[src/sbd_ram.sv]
module sbd_ram #(
    parameter int WIDTH = 64,
    parameter int DEPTH = 64
) (
    input  logic                     clk,
    input  logic                     we,
    input  logic [$clog2(DEPTH)-1:0] waddr,
    input  logic [WIDTH-1:0]         wdata,
    input  logic [$clog2(DEPTH)-1:0] raddr,
    output logic [WIDTH-1:0]         rdata
);

    logic [WIDTH-1:0] mem [DEPTH];

    always_ff @(posedge clk)
    begin
        if (we)
        begin
            mem[waddr] <= wdata;
        end
        rdata <= mem[raddr];
    end

endmodule

[config.mk]
export PLATFORM = sky130hd
export DESIGN_NAME = sbd_ram
export DESIGN_NICKNAME = d
export VERILOG_FILES = /design/src/sbd_ram.sv
export SDC_FILE = /design/constraint.sdc
export NUM_CORES = 2
export LEC_CHECK = 0
export BUFFER_PORTS_ARGS = -buffer_cell sky130_fd_sc_hd__buf_4
export CORE_MARGIN = 2
export CORE_UTILIZATION = 42
export CTS_CLUSTER_SIZE = 30
export DETAILED_ROUTE_END_ITERATION = 16
export GPL_TIMING_DRIVEN = 0
export PLACE_DENSITY = 0.66
export SLEW_MARGIN = 20
export SYNTH_ARGS = -nofsm -noshare
export SYNTH_HDL_FRONTEND = slang
export SYNTH_SLANG_ARGS = --single-unit
[constraint.sdc]
create_clock -name clk -period 10.7 [get_ports clk]
set_input_delay 3.21 -clock clk [delete_from_list [all_inputs] [get_ports clk]]
set_output_delay 3.21 -clock clk [all_outputs]
set_load 0.1 [all_outputs]
==> flow_metrics.py <==
metrics = {
    "grt": {
        "grt_pass1_vias": 77000,
        "antenna_found_initial": 39,
        "grt_use_total_pct": 22.2,
        "gr-total-overflow": 0,
        "grt_start_max_net_pins": 65,
        "grt_first_pass_wirelength_um": 595000,
    },
    "route": {
        "num_vias": 76800,
        "viasPerCell": 6.04,
        "drt-initial-drc-count": 12000,
        "finalWirelength_um": 427000,
        "dr.pass1.iters": 6,
        "routedWlPerCell_um": 33.6,
        "route.detailed.drc": 0,
        "ant_nets": 0,
    },
    "logic_synthesis": {
        "yosysSeqAreaShare_pct": 79.5,
        "synth_edf_count": 4096,
        "synth_area_um2": 156000,
        "ys_ff_latch": 4160,
        "synthFlopType": "edfxtp_1",
        "synth.distinct_cells": 33,
        "postSynth.asyncResetShare_pct": 0,
        "syn_inst": 6598,
        "synth_nets": 6676,
        "yosysWarnings": 0,
        "syn_avg_cell_area_um2": 23.7,
    },
    "placement": {
        "gp_congestion": 0.863,
        "port_buffers": 133,
        "dp_hpwl_um": 288000,
        "dp_cells": 12000,
    },
    "power": {
        "finalPower_mw": 34.3,
        "power.leakage_nw": 57.0,
        "powerDensity_nw_per_um2": 188,
        "peakVddDrop_uv": 127,
    },
    "timing": {
        "finalMaxSlewViolations": 0,
        "hold_viol_final": 0,
        "hold_slack_ps": 938,
        "fin_crit_sh_pct": 61.2,
        "skew_ps": 49.7,
        "setup_viol": 0,
        "max_freq_mhz": 153,
        "post-route-min-period_ps": 6550,
        "slew_headroom_pct": 11.3,
        "rsz0062_at_grt": "no",
        "worst_pin_slew_ps": 1330,
    },
    "final_layout": {
        "multi_input_area_um2": 30800,
        "nets": 7477,
        "fillerInstances": 28700,
        "stdcell_count": 12700,
        "final_core_util_pct": 49.2,
        "seq_area_um2": 124000,
        "areaGrowthSynthToFinish_pct": 16.9,
        "drive_gt1_share_pct": 29.9,
    },
    "floorplan": {
        "io_pins": 142,
        "fp.dieW_um": 614,
        "initial_core_util_pct": 42.1,
        "dieArea_um2": 377000,
        "die_h_um": 614,
        "rows": 224,
        "core_um2": 371000,
    },
    "flow_run": {
        "cap_violations": 0,
    },
    "cts": {
        "cts_sinks": 4160,
        "hold_buffers": 0,
        "numCtsBuffers": 405,
        "clk_path_buf_depth": 4,
        "cts_root_buf": "clkbuf_16",
        "clk_pin_slew_worst_paths_ps": 60,
        "h-tree-depth": 5,
        "insertion_delay_ps": 940,
        "cts_tree": "built",
        "postCtsSetupBuffers": 0,
        "post_cts_resize_count": 0,
    },
    "setup_path": {
        "worstSetupEndpointType": "flip-flop",
        "arrival_ps": 7260,
        "crit_path_max_fanout": 10,
        "setup.worst_path.start_class": "primary input",
        "worst-setup-path-type": "primary input to flip-flop",
        "worst_ep_required_time_ps": 11410,
    },
    "status": {
        "status": "completed",
    },
    "min_path": {
        "min_path_type": "flip-flop to flip-flop",
    },
}
power by group:
part / internal, mW / switching, mW
Combinational: 0.617 / 1.44
Sequential: 18.0 / 0.0364
Clock: 8.11 / 6.07
Total: 26.8 / 7.55
cell families after synthesis:
| family | after synthesis | share of synthesized area, % |
|---|---|---|
| AOI/OAI and AO/OA | 504 | 2.48 |
| buffers and inverters | 389 | 1.18 |
| DFF | 4160 | 79.5 |
| muxes | 1159 | 15.6 |
| and+or+nand+nor | 386 | 1.24 |
state kept, by name, summed over array words and instances (netlist names):
name and flops:
mem 4096, rdata 64
area by class of cell:
class,instances,share of cell area (%)
flip-flops and latches,4160,68.0
multi-input cells,2049,16.8
clock buffers,503,5.87
repair buffers,394,3.57
well taps,4972,3.40
clock inverters,228,1.26
plain buffers,370,0.977
inverters,19,0.0390
diodes,17,0.0233
critical path: stages:
cell,delay [ps]
buf_2,220
buf_4,290
buf_2,540
buf_2,620
buf_4,370
mux2i_1,130
o22ai_1,550
a31oi_1,290
a211oi_1,980
stage by stage:
step	setup TNS, ps	area (um2)	worst slack [ps]
6_report	0	183000	4150
5_1_grt	0	183000	4390
3_3_place_gp	-1173890	164000	-4470
4_1_cts	0	183000	4350
3_5_place_dp	0	170000	3400
2_1_floorplan	0	156000	2050
synth_stat cells, types with 2 or more instances:
library cell	n	share of area, %
nand2_1	58	0.14
and3_1	64	0.26
or3_1	29	0.12
a2bb2oi_1	19	0.11
buf_2	170	0.54
a31oi_1	18	0.072
inv_1	19	0.046
a22o_1	88	0.49
nand3b_1	2	0.0096
or2_2	28	0.11
buf_6	6	0.043
a211oi_1	63	0.30
mux2i_1	135	0.86
nor2b_1	28	0.11
o221ai_1	38	0.21
mux4_2	1024	15
a41oi_1	26	0.15
clkbuf_1	140	0.34
dfxtp_1	64	0.82
and2_1	3	0.012
nand4_1	2	0.0080
nor3_1	2	0.0064
buf_1	20	0.048
o22ai_1	83	0.33
nand2b_1	11	0.044
edfxtp_1	4096	79
nor2_1	112	0.27
nand3_1	45	0.14
a22oi_1	168	0.81
buf_4	34	0.16
final timing paths:
check | to | startpoint | slack (ps) | depth (start not counted)
max reg2reg | rdata[52]$_DFF_P_ | mem[51][52]$_DFFE_PP_ | 7850 | 5
min reg2reg | rdata[32]$_DFF_P_ | mem[52][32]$_DFFE_PP_ | 940 | 4
min | rdata[32]$_DFF_P_ | mem[52][32]$_DFFE_PP_ | 940 | 4
max | rdata[7]$_DFF_P_ | raddr[2] | 4150 | 9
cell usage in the layout (no fill, tap or decap), drive strengths merged, types with 11 or more instances in the layout:
cell type and n:
inv 33, bufinv 41, mux4 1024, or2 28, a22o 88, nand2 58, a22oi 168, mux2i 135
nor2 112, clkinvlp 11, nor2b 28, dfxtp 64, buf 624, clkinv 162, or3 29, nand2b 11
o22ai 83, clkbuf 643, edfxtp 4096, a31oi 18, nand3 45, a41oi 26, a2bb2oi 19, a211oi 63
o221ai 38, and3 64, diode 17
layer usage:
layer,wire [um],up-vias,global-route usage (%)
met2,205000,4698,35.9
met4,20700,10,9.53
li1,-,30100,-
met5,58,-,0
met3,44100,819,4.29
met1,157000,41200,29.6
(Power assumes the default switching activity.)
