$ cat src/sbd_pkg.sv
package sbd_pkg;

    localparam int SECTOR_BYTES = 512;
    localparam int SECTOR_COUNT = 16384;

    localparam int OFS_W  = 12;
    localparam int SIZE_W = 4;
    localparam int DATA_W = 64;
    localparam int IN_TDATA_W = OFS_W + SIZE_W + DATA_W;

    localparam int WIN_WORDS   = SECTOR_BYTES / 8;
    localparam int WIN_AW      = $clog2(WIN_WORDS);
    localparam int POS_W       = $clog2(SECTOR_BYTES);
    localparam int SECT_W      = $clog2(SECTOR_COUNT);
    localparam int STORE_WORDS = SECTOR_COUNT * WIN_WORDS;
    localparam int MAP_ROWS    = SECTOR_COUNT / 64;
    localparam int MAP_AW      = $clog2(MAP_ROWS);

    localparam logic [OFS_W-1:0] OFS_SECTOR  = 12'h000;
    localparam logic [OFS_W-1:0] OFS_COMMAND = 12'h008;
    localparam logic [OFS_W-1:0] OFS_STATUS  = 12'h00c;
    localparam logic [OFS_W-1:0] OFS_WINDOW  = 12'h100;

    localparam logic [31:0] CMD_LOAD_SECTOR = 32'd1;
    localparam logic [31:0] CMD_SAVE_SECTOR = 32'd2;

    localparam logic [2:0] K_FAULT   = 3'd0;
    localparam logic [2:0] K_RD_SECT = 3'd1;
    localparam logic [2:0] K_RD_STAT = 3'd2;
    localparam logic [2:0] K_WR_SECT = 3'd3;
    localparam logic [2:0] K_CMD     = 3'd4;
    localparam logic [2:0] K_WIN_RD  = 3'd5;
    localparam logic [2:0] K_WIN_WR  = 3'd6;

    typedef struct packed {
        logic [2:0]        kind;
        logic [POS_W-1:0]  pos;
        logic [7:0]        bmask;
        logic              need_hi;
        logic [DATA_W-1:0] wdata;
    } req_t;

endpackage

$ cat src/sbd_decode.sv
module sbd_decode import sbd_pkg::*; (
    input  logic              mode,
    input  logic [OFS_W-1:0]  offset,
    input  logic [SIZE_W-1:0] access_bytes,
    input  logic [DATA_W-1:0] write_data,
    output req_t              req
);

    logic             size_ok;
    logic             win_ok;
    logic [OFS_W-1:0] rel;
    logic [OFS_W:0]   end_pos;
    logic [4:0]       lane_end;

    always_comb
    begin
        size_ok  = (access_bytes == 4'd1) || (access_bytes == 4'd2) ||
                   (access_bytes == 4'd4) || (access_bytes == 4'd8);
        rel      = offset - OFS_WINDOW;
        end_pos  = {1'b0, rel} + (OFS_W + 1)'(access_bytes);
        win_ok   = (offset >= OFS_WINDOW) && (end_pos <= (OFS_W + 1)'(SECTOR_BYTES));
        lane_end = {2'b00, rel[2:0]} + {1'b0, access_bytes};

        req.pos     = rel[POS_W-1:0];
        req.need_hi = lane_end > 5'd8;
        req.wdata   = write_data;

        case (access_bytes)
            4'd1:    req.bmask = 8'h01;
            4'd2:    req.bmask = 8'h03;
            4'd4:    req.bmask = 8'h0f;
            4'd8:    req.bmask = 8'hff;
            default: req.bmask = 8'h00;
        endcase

        req.kind = K_FAULT;
        if (size_ok)
        begin
            if (mode)
            begin
                if (offset == OFS_SECTOR && access_bytes == 4'd8)
                    req.kind = K_WR_SECT;
                else if (offset == OFS_COMMAND && access_bytes == 4'd4)
                    req.kind = K_CMD;
                else if (win_ok)
                    req.kind = K_WIN_WR;
            end
            else
            begin
                if (offset == OFS_SECTOR && access_bytes == 4'd8)
                    req.kind = K_RD_SECT;
                else if (offset == OFS_STATUS && access_bytes == 4'd4)
                    req.kind = K_RD_STAT;
                else if (win_ok)
                    req.kind = K_WIN_RD;
            end
        end
    end

endmodule

$ cat config.mk
export PLATFORM = sky130hd
export DESIGN_NAME = sbd_decode
export DESIGN_NICKNAME = d
export VERILOG_FILES = /design/src/sbd_pkg.sv /design/src/sbd_decode.sv
export SDC_FILE = /design/constraint.sdc
export NUM_CORES = 1
export LEC_CHECK = 0
export CAP_MARGIN = 15
export CORE_AREA = 2 2 63 65
export DETAILED_ROUTE_END_ITERATION = 12
export DIE_AREA = 0 0 65 67
export DONT_BUFFER_PORTS = 1
export GPL_TIMING_DRIVEN = 0
export SLEW_MARGIN = 20
export SYNTH_ARGS = -nofsm -noshare
export SYNTH_HDL_FRONTEND = slang
export SYNTH_SLANG_ARGS = --single-unit
$ cat constraint.sdc
create_clock -name vclk -period 5.5
set_input_delay 0 -clock vclk [all_inputs]
set_output_delay 0 -clock vclk [all_outputs]
set_load 0.005 [all_outputs]
==> impl_metrics.csv <==
group,metric,value,unit
status,outcome,"complete, no violations",
global_route,grt_antenna_before_repair,0,
place,dp_slack,3.44,ns
synthesis,syn_nets,249,
setup_path,critical_path.slowest_cell,"fa_1",
setup_path,crit_family,"compound AO/OA/AOI/OAI gates",
global_route,overflow,0,
die,die-area,0.00436,sq mm
die,initial_core_util,33.3,%
power_and_ir_drop,p_int,0.0000536,W
setup_path,critPathKind,"input port to output port",
cells_and_area,antenna_cells,0,
route,ant_nets,0,
global_route,grt_max_degree,9,
global_route,grt_pass1_wl,3470,um
cells_and_area,seqCellArea,0,sq um
setup_path,cp-end-kind,"output port",
power_and_ir_drop,sw_frac_of_total,43.6,%
timing,hold_violations,0,
clock_network,ctsHoldBuffers,0,
cells_and_area,layout-drive-gt1-share,53.8,%
route,drt_drc_violations_left,0,
power_and_ir_drop,irDropWorstVdd,0.0307,mV
timing,worst_slack,3.45,ns
die,core_area,0.00361,sq mm
die,row_count,22,
cells_and_area,final_util,35.0,%
setup_path,crit_path_start_kind,"input port",
setup_path,critPathCapture,"req[83]",
power_and_ir_drop,p_switching,0.0000414,W
synthesis,syn_area,0.00120,sq mm
place,dp_hpwl,2510,um
setup_path,crit_path_cell_trace,"ha_1, fa_1, a211oi_2, nor3_1, xnor2_1, a2111oi_4, o21ai_2, a311oi_2",
global_route,grt_pass1_vias,767,
min_path,min_path_type,"input port to output port",
die,ios,166,
cells_and_area,seq_cell_count,0,
power_and_ir_drop,p_per_area,75.4,mW/mm^2
setup_path,crit_buf_inv,0,
route,first_pass_iters,4,
timing,slew_viol_final,0,
synthesis,avgSynthCellArea,7.51,sq um
setup_path,critPathMaxFanout,4,
power_and_ir_drop,leakage,0.617,nW
place,gp_congestion,0.857,
die,die_x,65,um
global_route,grtUsageTotal,9.95,%
synthesis,ys_types,37,
route,wirelength,2720,um
timing,tns,0,ns
cells_and_area,num-nets-final,251,
clock_network,cts_resized,0,
clock_network,cts_setup_buffers,0,
power_and_ir_drop,p_clk_share,0,%
place,port_buffers,0,
setup_path,worst_path_largest_cell_delay,0.44,ns
power_and_ir_drop,seqPwrFrac,0,%
timing,relSlewSlack,30.5,%
setup_path,worstPathArrival,2.05,ns
cells_and_area,clkbuf_count,0,
timing,fmax,0.487,GHz
timing,setup_viol,0,
route,drtIter0Drc,16,
route,via_count,1007,
run,maxCapViolations,0,
power_and_ir_drop,comb_power_share,100.0,%
cells_and_area,final_area,0.00126,sq mm
route,wl_per_cell,13.1,um
timing,rsz0062_at_grt,"no",
setup_path,crit_start,"offset[0]",
timing,worst_slew_pin_slew,1.03,ns
synthesis,yosysSeqAreaShare,0,%
setup_path,worstPathRequired,5.50,ns
die,die_y,67,um
timing,period_needed,2.05,ns
synthesis,yosysWarningCount,0,
min_path,hold_depth,1,
synthesis,syn_inst,160,
timing,fin_crit_sh,37.3,%
setup_path,cp.depth,8,
place,placed_area,0.00126,sq mm
cells_and_area,syn2layout_area_growth,5.00,%
route,viasPerCell,4.84,
==> Yosys cell counts (all sizes together) <==
cell,count,area (sq um)
a2111oi,2,55.1
a211oi,3,27.5
a21boi,1,7.51
a21o,1,7.51
a21oi,10,50.1
a311oi,1,15.0
and2,1,6.26
and3,1,6.26
and4bb,1,12.5
buf,77,582
fa,1,20.0
ha,7,87.6
inv,7,26.3
nand2,5,18.8
nand3,5,30.0
nand3b,1,7.51
nand4,1,6.26
nor2,5,18.8
nor3,7,35.0
nor3b,1,7.51
nor4,1,6.26
nor4b,1,8.76
o211a,1,10.0
o211ai,2,20.0
o21ai,5,28.8
o22ai,1,6.26
o2bb2ai,1,8.76
o311a,1,10.0
o31ai,1,7.51
or2,1,6.26
xnor2,2,17.5
xor2,5,43.8
==> layout by cell type, fill, tap and decap left out, types with 4 or more instances in the layout <==
cell type and n:
a21oi_1 10, buf_4 76, ha_1 7, inv_1 7, nand2_1 5, nand3_1 4
nor2_1 5, nor3_1 7, o21ai_0 4, xor2_1 5
==> metal layers <==
metal	up-vias	part of all wire (%)	wire length (um)	global-route usage (%)
li1	475	-	-	-
met1	432	35	950	12.0
met2	100	49	1340	19.2
met3	0	16	425	1.86
met4	0	0	0	0
met5	-	0	0	0
==> area by class of cell <==
class / instances / area, sq um
plain buffers: 77 / 582
inverters: 7 / 26.3
well taps: 48 / 60.1
multi-input cells: 76 / 593
fillers: 422 / 2340
==> power by group through the flow <==
| stage | Clock, W | Sequential, W | Combinational [W] |
|---|---|---|---|
| floorplan | 0 | 0 | 0.0000864 |
| global placement | 0 | 0 | 0.0000964 |
| detailed placement | 0 | 0 | 0.0000962 |
| CTS | 0 | 0 | 0.0000964 |
| global route | 0 | 0 | 0.000105 |
| finish | 0 | 0 | 0.0000950 |
==> cells by family (layout without fill, tap and decap cells) <==
group	count (synthesis)	in the layout	synth area share, %
XOR/XNOR	7	7	5.10
AND/OR/NAND/NOR	31	31	14.2
buffers and inverters	84	84	50.6
AO/OA/AOI/OAI	30	30	21.1
adder cells (fa/ha/maj)	8	8	8.96
==> worst min-delay path by stage <==
stage	startpoint	to	slack, ns
after floorplan	access_bytes[0]	req[66]	0.04
after detailed placement	access_bytes[0]	req[66]	0.05
after global placement	access_bytes[0]	req[66]	0.04
after CTS	access_bytes[0]	req[66]	0.05
after global routing	access_bytes[0]	req[66]	0.05
final	access_bytes[0]	req[66]	0.04
==> stage by stage <==
| stage | hold slack, ns | instances | power (W) |
|---|---|---|---|
| after floorplan | 0.0383 | 160 | 0.0000864 |
| after global placement | 0.0449 | 208 | 0.0000964 |
| after detailed placement | 0.0461 | 208 | 0.0000962 |
| after CTS | 0.0459 | 208 | 0.0000964 |
| after global routing | 0.0509 | 208 | 0.000105 |
| final | 0.0444 | 208 | 0.0000950 |
No activity file was read; power rests on OpenSTA's default activity.
